===== src/tdrc_pkg.sv =====
// Shared types, constants and register codes for the tachometer speed controller.
package tdrc_pkg;

	localparam int unsigned SAMPLES_DEF = 10;
	localparam int unsigned PERIOD_W = 16;
	localparam int unsigned SUM_W = 22;
	localparam int unsigned RPM_W = 16;
	localparam int unsigned DUTY_W = 14;
	localparam int unsigned TARGET_W = 8;
	localparam int unsigned CFG_IDX_W = 8;
	localparam int unsigned CFG_DATA_W = 8;
	localparam int unsigned FIFO_DEPTH = 2;

	localparam logic [SUM_W-1:0] RPM_NUMERATOR = SUM_W'(2000000);
	localparam logic [RPM_W-1:0] RPM_MAX = 16'hFFFF;
	localparam logic [TARGET_W:0] DEADBAND = 9'd3;
	localparam logic [DUTY_W-1:0] DUTY_STEP = 14'd100;
	localparam logic [DUTY_W-1:0] DUTY_LOW = 14'd100;
	localparam logic [DUTY_W-1:0] DUTY_HIGH = 14'd14898;
	localparam logic [DUTY_W-1:0] DUTY_RESET = 14'd3750;
	localparam logic [DUTY_W-1:0] DUTY_MAX = 14'd14999;
	localparam logic [TARGET_W-1:0] TARGET_RESET = 8'd50;

	localparam logic [CFG_IDX_W-1:0] REG_DESIRED_LEFT = 8'd0;
	localparam logic [CFG_IDX_W-1:0] REG_DESIRED_RIGHT = 8'd1;

	typedef struct packed {
		logic [PERIOD_W-1:0] left_period;
		logic [PERIOD_W-1:0] right_period;
	} in_item_t;

	typedef struct packed {
		logic [RPM_W-1:0]  rpm_left;
		logic [RPM_W-1:0]  rpm_right;
		logic [DUTY_W-1:0] duty_left;
		logic [DUTY_W-1:0] duty_right;
	} out_item_t;

	// One finished block of samples, handed from the front to the back.
	typedef struct packed {
		logic [SUM_W-1:0] sum_left;
		logic [SUM_W-1:0] sum_right;
	} sums_t;

	typedef struct packed {
		logic full;
		logic empty;
	} fifo_status_t;

	typedef enum logic [1:0] {
		BK_IDLE,
		BK_AVG,
		BK_RPM,
		BK_DONE
	} back_state_t;

endpackage


===== src/tdrc_fifo.sv =====
// Short queue of finished sum pairs between the front and the back.
module tdrc_fifo import tdrc_pkg::*; (
	input  logic         clk,
	input  logic         arst_n,
	input  logic         push,
	input  sums_t        push_data,
	input  logic         pop,
	output sums_t        head,
	output fifo_status_t status
);

	localparam int unsigned PTR_W = (FIFO_DEPTH > 1) ? $clog2(FIFO_DEPTH) : 1;
	localparam int unsigned CNT_W = $clog2(FIFO_DEPTH + 1);

	sums_t            mem_q [FIFO_DEPTH];
	logic [PTR_W-1:0] wr_ptr_q, rd_ptr_q;
	logic [CNT_W-1:0] cnt_q;

	assign status.full = (cnt_q == CNT_W'(FIFO_DEPTH));
	assign status.empty = (cnt_q == '0);
	assign head = mem_q[rd_ptr_q];

	always_ff @(posedge clk) begin
		if (push) begin
			mem_q[wr_ptr_q] <= push_data;
		end
	end

	always_ff @(posedge clk or negedge arst_n) begin
		if (!arst_n) begin
			wr_ptr_q <= '0;
			rd_ptr_q <= '0;
			cnt_q <= '0;
		end else begin
			if (push) begin
				wr_ptr_q <= (wr_ptr_q == PTR_W'(FIFO_DEPTH - 1)) ? '0 : wr_ptr_q + 1'b1;
			end
			if (pop) begin
				rd_ptr_q <= (rd_ptr_q == PTR_W'(FIFO_DEPTH - 1)) ? '0 : rd_ptr_q + 1'b1;
			end
			case ({push, pop})
				2'b10: cnt_q <= cnt_q + 1'b1;
				2'b01: cnt_q <= cnt_q - 1'b1;
				default: cnt_q <= cnt_q;
			endcase
		end
	end

endmodule


===== config.mk =====
export PLATFORM = sky130hd
export DESIGN_NAME = tdrc_fifo
export DESIGN_NICKNAME = d
export VERILOG_FILES = /design/src/tdrc_pkg.sv /design/src/tdrc_fifo.sv
export SDC_FILE = /design/constraint.sdc
export NUM_CORES = 1
export LEC_CHECK = 0
export BUFFER_PORTS_ARGS = -buffer_cell sky130_fd_sc_hd__buf_2
export CAP_MARGIN = 0
export CORE_MARGIN = 2
export CORE_UTILIZATION = 33
export DETAILED_ROUTE_END_ITERATION = 16
export GPL_TIMING_DRIVEN = 1
export PLACE_DENSITY = 0.64
export RECOVER_POWER = 100
export SYNTH_ARGS = -nofsm -noshare
export SYNTH_HDL_FRONTEND = slang
export SYNTH_SLANG_ARGS = --single-unit

===== constraint.sdc =====
create_clock -name clk -period 3.65 [get_ports clk]
set_input_delay 0.73 -clock clk [delete_from_list [all_inputs] [get_ports clk]]
set_output_delay 0.73 -clock clk [all_outputs]
set_load 0.03 [all_outputs]

# After elaboration in Yosys (flattened, before gate mapping)
# Memory sizes are Yosys's and may differ from the RTL's.
# Cells that the tools add are included.
dict set report op_classes {
  n_reduce_logical 2
  muxes 5
  addsub 4
  n_eq_ne 3
}
# operator count
set ops {}
lappend ops {{2-bit equality test, second input constant} 2}
lappend ops {{1-bit 2-to-1 mux} 4}
lappend ops {{2-bit case mux with 2 select lines} 1}
lappend ops {{1-bit adder, second input constant} 2}
lappend ops {{2-bit by 1-bit adder with 2-bit output, second input constant} 1}
lappend ops {{2-bit by 1-bit equality test with 1-bit output, second input constant} 1}
lappend ops {{2-bit zero test} 1}
lappend ops {{2-bit nonzero test} 1}
lappend ops {{2-bit by 1-bit subtractor with 2-bit output, second input constant} 1}
dict set report totals {
  memories 1
  regBits 4
  out_inout_bits 46
  mem_bits_rw 88
  inputBits 48
  elab_cells 18
}
# memory words width rd rd_ports_with_merged_regs wr line
set memory_table {}
lappend memory_table {mem_q 2 44 1 0 1 tdrc_fifo.sv:15} ;# sums_t mem_q [FIFO_DEPTH];

# Depth between registers and ports, before layout
dict set report logic_depth {
  word_depth 2
  mapped_depth 5
  depth_no_buf 5
}

# Worst setup path after synthesis
# No wires, ideal clock.
dict set report synth_timing {
  kind {input port to flip-flop}
  from {input push}
  to {memory mem_q[0][0] (netlist name), enable pin}
  n_path_buf 0
  slack_ns 0.567
  cell_stages 2
  arrival_ns 2.637
  cell_sequence {inv_1 nor2_1}
}
dict set report synth_between {
  elab_chain_cells 2
}
# item line
set synth_lines {}
lappend synth_lines {{from (decl)} tdrc_fifo.sv:5} ;# input logic push,
lappend synth_lines {{1-bit 2-to-1 mux} tdrc_fifo.sv:24} ;# if (push) begin
lappend synth_lines {{1-bit 2-to-1 mux (not written as such)} tdrc_fifo.sv:25} ;# mem_q[wr_ptr_q] <= push_data;
lappend synth_lines {{to (decl)} tdrc_fifo.sv:15}
# Every way passes these cells.

==> out/results.txt <==
Post-Syn Nets: 202
Sequential fraction of the synthesis area: 77.0%
Setup-violating endpoint count in the final report: 0
Clock sink count: 92
Number of global-route vias before repair: 1749
HPWL Detailed: 3.71 mm
Root buf cell: clkbuf_8
Io pins: 94
Relative slew slack: -43.0%
Post-synth EDFFs: 88
Port bufs: 93
Yosys cell types: 13
Top cell type by total area after synthesis: edfxtp_1
Worst-path maximum fanout: 26
Drt drc: 0
Worst Hold Class: primary input to asynchronous set/reset pin
Clock latency on the worst-skew pair: 0.35 ns
1st-pass router iterations: 4
GRT Overall Usage: 10.7%
Final Slew Violations: 45
Pwr Density: 835 nW/um^2
H-tree Lvls: 3
Fmax: 370 MHz
Top cells by area, synth: edfxtp_1 74%, mux2_4 16%, dfrtp_1 2.8%
Yosys warns: 0
Status: complete, but fails checks
Die width: 108 um
Clock slew at reported path FFs: 0.09 ns
Nets: 303
Pre-CTS setup slack: 1.24 ns
Post-synth top area share: 74.2%
Top FF cell, synth: edfxtp_1
Setup WS post-layout: 0.944 ns
Failing checks: max-capacitance violations, max-slew violations
CTS tree: yes
CP Capture Type: output port
Synthesized area: 3560 um^2
Initial antenna violation count: 0
WP data arrival: 1.98 ns
Congestion Overflow GR: 0
Setup Buffers After CTS: 0
Startpoint Class: register
CTS Buf Count: 9
First-pass GRT wire length: 8.96 mm
Core Footprint: 10400 um^2
Syn Inst Count: 153
Top-count cell post-synth: edfxtp_1
CP Class: register to output port
Max-cap viol count: 1
Tmin final: 2.71 ns
Avg Cell Area, Syn: 23.3 um^2
Data required, critical path: 2.92 ns
Initial Util: 34.2%
Routability cong.: 0.617
Cts repair resizes: 0
Initial drt markers: 39
Clk_skew: 0.00495 ns
Static Leak: 0.00154 uW
Die height: 108 um
Final Hold Vio Count: 0
Area Overhead vs Synth: 19.7%
Antenna Cells: 0
Hold buffer count at cts: 0
Number of cell rows: 37
Fin crit share: 74.1%
Vias/cell: 4.31
Die outline area: 11600 um^2
Vias: 1701
Largest net degree at the start of global routing: 45
Clock buffer depth: 2
Final ANT Viol Nets: 0
RSZ-0062 raised after global routing: no
Layout cells sized above 1: 34.0%
Wire length per cell: 15.0 um
Worst slew pin tran: 2.15 ns
Post-synth ARST share: 4.35%
Yosys reg bits: 92
Drt total wl: 5.92 mm
VDD IR max: 0.317 mV
Top cells by count, synth: 88 x edfxtp_1, 39 x mux2_4, 5 x mux2_2
Setup TNS: 0 ns
==> sequential cells by signal, summed over array words and instances (netlist names) <==
signal	flops
cnt_q	2
rd_ptr_q	1
wr_ptr_q	1
mem_q	88
==> stage by stage <==
step	hold WS [ns]	std cells	total power (uW)	util (%)	cell area (um^2)
after CTS	0.146	395	3720	42.1	4380
after global routing	0.184	395	3730	40.9	4260
after floorplan	0.434	153	2650	-	3560
after detailed placement	0.479	379	2920	39.8	4140
after global placement	0.476	379	2900	39.8	4140
final	0.194	395	3560	40.9	4260
==> metal layers <==
layer / share of wire, % / GRT usage, % / wire length [um] / up-vias
met1: 41 / 12.9 / 2440 / 833
met2: 50 / 16.7 / 2950 / 63
met3: 6.9 / 3.93 / 410 / 10
li1: - / - / - / 795
met5: 0 / 0 / 0 / -
met4: 2.0 / 5.49 / 121 / 0
==> path summary, 6_finish.rpt <==
check	from	endpoint	slack, ns	cells after the start
max in group asynchronous	arst_n	rd_ptr_q	3.24	1
min in group clk	cnt_q[1]	cnt_q[1]	0.50	1
setup / recovery	rd_ptr_q	head[23]	0.94	3
hold reg to reg	cnt_q[1]	cnt_q[1]	0.50	1
hold / removal	arst_n	wr_ptr_q	0.19	1
setup reg to reg	wr_ptr_q	mem_q[1][8]	1.19	1
==> worst max-delay path: stages, from the launching register on <==
cell	delay, ns
dfrtp_2	0.72
buf_12	0.30
mux2_2	0.36
clkbuf_1	0.21
==> cell type report <==
class	count	area (um^2)
fill	968	6160
sequential	92	2740
multi-input combinational	55	684
timing repair buffer	95	419
tap	136	170
clock buffer	9	124
clock inverter	7	115
inverter	1	3.75
==> logic make-up (layout without fill, tap and decap cells) <==
| kind of cell | after synthesis | after routing | synth area share, % |
|---|---|---|---|
| and+or+nand+nor | 5 | 5 | 0.668 |
| DFF | 92 | 92 | 77.0 |
| adders and majority gates | 1 | 1 | 0.351 |
| buffers and inverters | 6 | 112 | 2.67 |
| muxes | 44 | 44 | 18.0 |
| xor gates and xnor gates | 5 | 5 | 1.23 |
==> power breakdown <==
group,total [uW],switching (uW),internal [uW]
clock network,801,349,452
registers,1520,111,1410
logic,1230,793,440
total,3560,1250,2310
==> cell usage in the layout, fill, tap and decap left out <==
cell type   count
edfxtp_1       88
clkbuf_1       56
buf_2          36
mux2_4         27
mux2_1         12
clkbuf_8        9
mux2_2          5
xor2_1          3
bufinv_16       3
dfrtp_1         3
nor2_1          2
xnor2_1         2
clkinv_2        2
clkinvlp_4      2
inv_1           1
and2_1          1
nor2b_1         1
nor2_4          1
ha_1            1
buf_1           1
clkbuf_2        1
buf_12          1
dfrtp_2         1
(Power assumes the default switching activity.)
