--- config.mk ---
export PLATFORM = sky130hd
export DESIGN_NAME = tdrc_front
export DESIGN_NICKNAME = d
export VERILOG_FILES = /design/src/tdrc_pkg.sv /design/src/tdrc_front.sv
export SDC_FILE = /design/constraint.sdc
export NUM_CORES = 1
export LEC_CHECK = 0
export BUFFER_PORTS_ARGS = -buffer_cell sky130_fd_sc_hd__buf_2
export CAP_MARGIN = 20
export CORE_AREA = 2 2 86 88
export DETAILED_ROUTE_END_ITERATION = 16
export DIE_AREA = 0 0 88 90
export GPL_TIMING_DRIVEN = 1
export PLACE_DENSITY_LB_ADDON = 0.3
export SLEW_MARGIN = 20
export SYNTH_ARGS = -nofsm -noshare
export SYNTH_HDL_FRONTEND = slang
export SYNTH_SLANG_ARGS = --single-unit
--- constraint.sdc ---
create_clock -name clk -period 2.7 [get_ports clk]
set_input_delay 0 -clock clk [delete_from_list [all_inputs] [get_ports clk]]
set_output_delay 0 -clock clk [all_outputs]
set_load 0.01 [all_outputs]
--- src/tdrc_pkg.sv ---
// Shared types, constants and register codes for the tachometer speed controller.
package tdrc_pkg;

	localparam int unsigned SAMPLES_DEF = 10;
	localparam int unsigned PERIOD_W = 16;
	localparam int unsigned SUM_W = 22;
	localparam int unsigned RPM_W = 16;
	localparam int unsigned DUTY_W = 14;
	localparam int unsigned TARGET_W = 8;
	localparam int unsigned CFG_IDX_W = 8;
	localparam int unsigned CFG_DATA_W = 8;
	localparam int unsigned FIFO_DEPTH = 2;

	localparam logic [SUM_W-1:0] RPM_NUMERATOR = SUM_W'(2000000);
	localparam logic [RPM_W-1:0] RPM_MAX = 16'hFFFF;
	localparam logic [TARGET_W:0] DEADBAND = 9'd3;
	localparam logic [DUTY_W-1:0] DUTY_STEP = 14'd100;
	localparam logic [DUTY_W-1:0] DUTY_LOW = 14'd100;
	localparam logic [DUTY_W-1:0] DUTY_HIGH = 14'd14898;
	localparam logic [DUTY_W-1:0] DUTY_RESET = 14'd3750;
	localparam logic [DUTY_W-1:0] DUTY_MAX = 14'd14999;
	localparam logic [TARGET_W-1:0] TARGET_RESET = 8'd50;

	localparam logic [CFG_IDX_W-1:0] REG_DESIRED_LEFT = 8'd0;
	localparam logic [CFG_IDX_W-1:0] REG_DESIRED_RIGHT = 8'd1;

	typedef struct packed {
		logic [PERIOD_W-1:0] left_period;
		logic [PERIOD_W-1:0] right_period;
	} in_item_t;

	typedef struct packed {
		logic [RPM_W-1:0]  rpm_left;
		logic [RPM_W-1:0]  rpm_right;
		logic [DUTY_W-1:0] duty_left;
		logic [DUTY_W-1:0] duty_right;
	} out_item_t;

	// One finished block of samples, handed from the front to the back.
	typedef struct packed {
		logic [SUM_W-1:0] sum_left;
		logic [SUM_W-1:0] sum_right;
	} sums_t;

	typedef struct packed {
		logic full;
		logic empty;
	} fifo_status_t;

	typedef enum logic [1:0] {
		BK_IDLE,
		BK_AVG,
		BK_RPM,
		BK_DONE
	} back_state_t;

endpackage

--- src/tdrc_front.sv ---
// Front end: accepts period pairs, accumulates them and emits one sum pair per block.
module tdrc_front import tdrc_pkg::*; #(
	parameter int unsigned SAMPLES = SAMPLES_DEF
) (
	input  logic     clk,
	input  logic     arst_n,
	input  logic     in_valid,
	input  in_item_t in_data,
	input  logic     queue_full,
	output logic     in_stall,
	output logic     push,
	output sums_t    push_data
);

	localparam int unsigned CNT_W = (SAMPLES > 1) ? $clog2(SAMPLES) : 1;

	logic [SUM_W-1:0] sum_l_q, sum_r_q;
	logic [SUM_W-1:0] sum_l_n, sum_r_n;
	logic [CNT_W-1:0] cnt_q;
	logic             accept, last;

	assign in_stall = queue_full;
	assign accept = in_valid & ~queue_full;
	assign last = (cnt_q == CNT_W'(SAMPLES - 1));
	assign sum_l_n = sum_l_q + SUM_W'(in_data.left_period);
	assign sum_r_n = sum_r_q + SUM_W'(in_data.right_period);

	assign push = accept & last;
	assign push_data = '{sum_left: sum_l_n, sum_right: sum_r_n};

	always_ff @(posedge clk or negedge arst_n) begin
		if (!arst_n) begin
			sum_l_q <= '0;
			sum_r_q <= '0;
			cnt_q <= '0;
		end else if (accept) begin
			if (last) begin
				sum_l_q <= '0;
				sum_r_q <= '0;
				cnt_q <= '0;
			end else begin
				sum_l_q <= sum_l_n;
				sum_r_q <= sum_r_n;
				cnt_q <= cnt_q + 1'b1;
			end
		end
	end

endmodule

After elaboration in Yosys (flattened, before gate mapping)
Cells that the tools add are included.

storage, ports and cells
  input bits = 36
  word-level logic and storage cells = 13
  output and inout port bits = 46
  register bits = 48

cells by class
  multiplexer cells = 3
  bitwise operators = 3
  eq/ne operators = 1
  $add $sub $neg = 3

operators by type and width
  cell                 count
  $add 22x16->22       2
  $mux 22              2
  $add 4x1->4 const B  1
  $eq 4x4->1 const B   1
  $mux 4               1
  $and 1x1->1          2
  $not 1->1            1

Longest topological paths before layout
  word-level depth = 3
  depth in mapped cells = 10

Worst setup path after synthesis
No wires, ideal clock.

  path type = register to register
  start point = register sum_l_q[0]
  end point = register sum_l_q[18]
  setup time = 0.087 ns
  setup slack = 0.402 ns
  data arrival time = 2.211 ns
  path buffers = 0
  clock period less this slack = 2.298 ns
  stages on the path, launching flop included = 11
  cells stage by stage = dfrtp_1 ha_1 inv_1 fa_1 nor2b_1 o31a_1 a21oi_1 nand2_1 a31oi_1 or4_1 o211ai_1

between the ends
  cells in the longest elaborated chain, start to end = 2

RTL lines
  element                 RTL line          text
  from (decl)             tdrc_front.sv:17  logic [SUM_W-1:0] sum_l_q, sum_r_q;
  from (signal assigned)  tdrc_front.sv:42  sum_l_q <= sum_l_n;
  $add 22x16->22          tdrc_front.sv:25  assign sum_l_n = sum_l_q + SUM_W'(in_data.left_period);
  $mux 22                 tdrc_front.sv:37  if (last) begin

No other way between the ends.
A chain may end at the register's enable or synchronous reset.

==> results_dict.tcl <==
set metrics [dict create \
    fmaxAchievable_ghz 0.390 \
    period_share_pct 94.9 \
    min_to "sum_r_q[0]$_DFFE_PN0P_" \
    drc_errors 0 \
    cts.sinks 48 \
    yosysUniqueCellTypes 61 \
    min_period_ns 2.56 \
    hp-class "input pin to flop" \
    vdd_drop_max_v 0.000698 \
    h-tree-depth 2 \
    nNetsFinal 571 \
    detail_route.vias_per_cell 5.75 \
    grt_pass1_wl_um 15500 \
    p_leak_uw 0.00211 \
    crit_fanout 4 \
    synth_edf_count 0 \
    finish.utilization_pct 63.4 \
    hold_path.startpoint "in_data[0]" \
    critPathCaptureType "output pin" \
    reg2reg_depth 10 \
    wl_per_cell_um 15.3 \
    status "finished clean" \
    clk_pin_slew_ns 0.10 \
    routed_wl_um 9170 \
    grt_overflow 0 \
    tightestPinTransition_ns 0.806 \
    dieWidth_um 88 \
    io_buffers 81 \
    crit_buf_inv 2 \
    synth_seq_cells 48 \
    cp.arrival_ns 2.56 \
    yosysSeqAreaShare_pct 32.2 \
    max-slew-margin-rel_pct 46.3 \
    cp.depth 10 \
    numCtsBuffers 5 \
    netlist_area_um2 3730 \
    drt_pass1_iterations 4 \
    fillCellCount 605 \
    r2r-end "sum_l_q[20]$_DFFE_PN0P_" \
    initial_core_util_pct 53.1 \
    antenna_found_initial 0 \
    drt-initial-drc-count 176 \
    grt_pass1_vias 3534 \
    drv_cap 0 \
    ys_async_sr_fraction_pct 100 \
    stdcell_count 601 \
    worstSetupPathType "flop to output pin" \
    slew_viol_final 0 \
    path_delay_family "compound AO/OA/AOI/OAI gates" \
    cts_buffer_depth 2 \
    setup_tns_ns 0 \
    setup_viol 0 \
    cts_tree "built" \
    r2r_slack_ns 0.25 \
    power_density_nw_per_um2 1290 \
    ys.flop_type "dfrtp_1" \
    grt_max_degree 43 \
    yosysWarnings 0 \
    cpMaxStageDelayCell "fa_1" \
    grt_usage_pct 23.8 \
    dpl.hpwl_um 6580 \
    worstPathRequired_ns 2.70 \
    holdPathStages 4 \
    fp.dieH_um 90 \
    gp_congestion 0.925 \
    via_count 3456 \
    clk_latency_ns 0.32 \
    placed_cells_incl_taps 587 \
    synth_fp_nets 492 \
    critPathMaxStageDelay_ns 0.41 \
    cts_root_buf "clkbuf_8" \
    critical_path.cell_chain "ha_2 > inv_1 > fa_1 > nor2b_2 > o31a_2 > a22oi_2 > o21a_1 > o21ai_1 > xor2_1 > buf_2" \
    start_kind "flop" \
    diodes 0 \
    power_uw 5770 \
    area_growth_pct 19.5 \
    netlist_instances 422 \
    post_synth.cell_area_avg_um2 8.83 \
    drive_above_1_share_pct 25.3 \
    io_pins 82 \
    hold_viol 0 \
    die-area_um2 7920 \
    drtAntennaViolNets 0 \
    rows 31 \
    fin_skew_ns 0.0177 \
    timing.rr.start "sum_l_q[0]$_DFFE_PN0P_" \
    core_area_um2 7020 \
    rsz0062_at_grt "no" \
]
==> synth_stat cells (all sizes together) (2+ instances only) <==
| cell type | n | share of area [%] |
|---|---|---|
| ha | 32 | 11 |
| or4 | 2 | 0.40 |
| o21ai | 36 | 4.9 |
| a22oi | 2 | 0.40 |
| or3 | 2 | 0.34 |
| nor2 | 21 | 2.1 |
| nand2b | 2 | 0.34 |
| o311ai | 3 | 0.71 |
| nor2b | 10 | 1.7 |
| fa | 2 | 1.1 |
| nand2 | 45 | 4.5 |
| o21a | 4 | 0.81 |
| nand4 | 9 | 1.5 |
| o31a | 2 | 0.50 |
| nand3 | 16 | 2.1 |
| nor4 | 3 | 0.50 |
| and2 | 3 | 0.50 |
| o221ai | 2 | 0.47 |
| xor2 | 14 | 3.3 |
| nor3 | 2 | 0.27 |
| o211ai | 4 | 0.81 |
| a21o | 15 | 3.1 |
| o31ai | 2 | 0.40 |
| a31o | 4 | 0.94 |
| a22o | 21 | 4.9 |
| a21oi | 23 | 3.2 |
| a31oi | 5 | 0.84 |
| o21bai | 4 | 0.81 |
| a211oi | 5 | 1.1 |
| xnor2 | 26 | 6.1 |
| dfrtp | 48 | 32 |
| clkbuf | 12 | 1.3 |
| a221oi | 2 | 0.64 |
| and3 | 4 | 0.71 |
| inv | 16 | 1.6 |
| buf | 7 | 1.3 |
==> area by class of cell <==
cell class                 instances  area, um2  area share [%]
tap                               99        124            2.78
timing repair buffer              92        490            11.0
clock inverter                     2       38.8           0.871
clock buffer                       6       82.6            1.85
sequential                        48       1200            27.0
inverter                          16       60.1            1.35
multi-input combinational        338       2460            55.2
==> per-stage QoR <==
stage                     cell area, um2  setup slack [ns]  hold WS, ns
final                               4450             0.137        0.163
after global routing                4450           0.00140        0.186
after CTS                           4340           0.00893        0.147
after detailed placement            4190             0.142        0.140
after global placement              4190             0.246        0.133
after floorplan                     3730             0.402       -0.296
==> worst max path at each step <==
stage | slack [ns] | startpoint | endpoint
after global placement | 0.25 | sum_l_q[0]$_DFFE_PN0P_ | sum_l_q[20]$_DFFE_PN0P_
after global routing | 0.001 | sum_l_q[9]$_DFFE_PN0P_ | push_data[36]
after detailed placement | 0.14 | sum_l_q[0]$_DFFE_PN0P_ | sum_l_q[20]$_DFFE_PN0P_
final | 0.14 | sum_r_q[0]$_DFFE_PN0P_ | push_data[18]
after floorplan | 0.40 | sum_l_q[0]$_DFFE_PN0P_ | sum_l_q[18]$_DFFE_PN0P_
after CTS | 0.009 | sum_r_q[1]$_DFFE_PN0P_ | push_data[19]
==> what timing repair did <==
| item | CTS | global route |
|---|---|---|
| resized for setup | 3 | 16 |
| setup buffers | 2 | 3 |
| pin swaps | 2 | 9 |
| endpoints found under the hold margin | 32 | 0 |
| hold buffers | 1 | 0 |
| endpoints found under the setup margin | 6 | 11 |
==> cells in the final DEF, fill, tap and decap left out, types with 10 or more instances in the layout <==
cell,instances
dfrtp_1,48
a21o_1,14
inv_1,16
a22o_1,21
xor2_1,14
nand2_1,44
buf_4,10
xnor2_1,26
a21oi_1,22
nand3_1,15
o21ai_0,32
ha_1,26
buf_2,81
nor2_1,19
==> report_power, final <==
group	total (uW)	leakage (uW)	switching [uW]	internal (uW)
registers	1320	0.000572	290	1030
logic	3860	0.00147	2120	1740
clock network	582	0.0000614	278	304
total	5770	0.00211	2690	3080
==> logic make-up after synthesis <==
kind of cell             synth area share [%]
AO/OA/AOI/OAI                            26.5
XOR/XNOR                                 9.40
adder cells (fa/ha/maj)                  11.8
buffers and inverters                    4.40
flip-flops                               32.2
AND/OR/NAND/NOR                          15.7
==> state kept, by name, summed over array words and instances, names as in the netlist <==
| signal | count |
|---|---|
| cnt_q | 4 |
| sum_l_q | 22 |
| sum_r_q | 22 |
==> metal layers <==
metal	vias up	GRT usage (%)	share of wire, %
li1	1700	-	-
met4	0	6.54	1.3
met5	-	0	0
met1	1670	29.6	43
met2	75	41.3	51
met3	11	4.68	5.1
==> worst reg2reg max path: cells and delay by family, from the launching register on <==
kind	cells	cell delay, ns
flip-flops	1	0.36
adder cells (fa/ha/maj)	2	0.59
buffers and inverters	1	0.05
AND/OR/NAND/NOR	3	0.85
AO/OA/AOI/OAI	4	0.53
(Power assumes the default switching activity.)
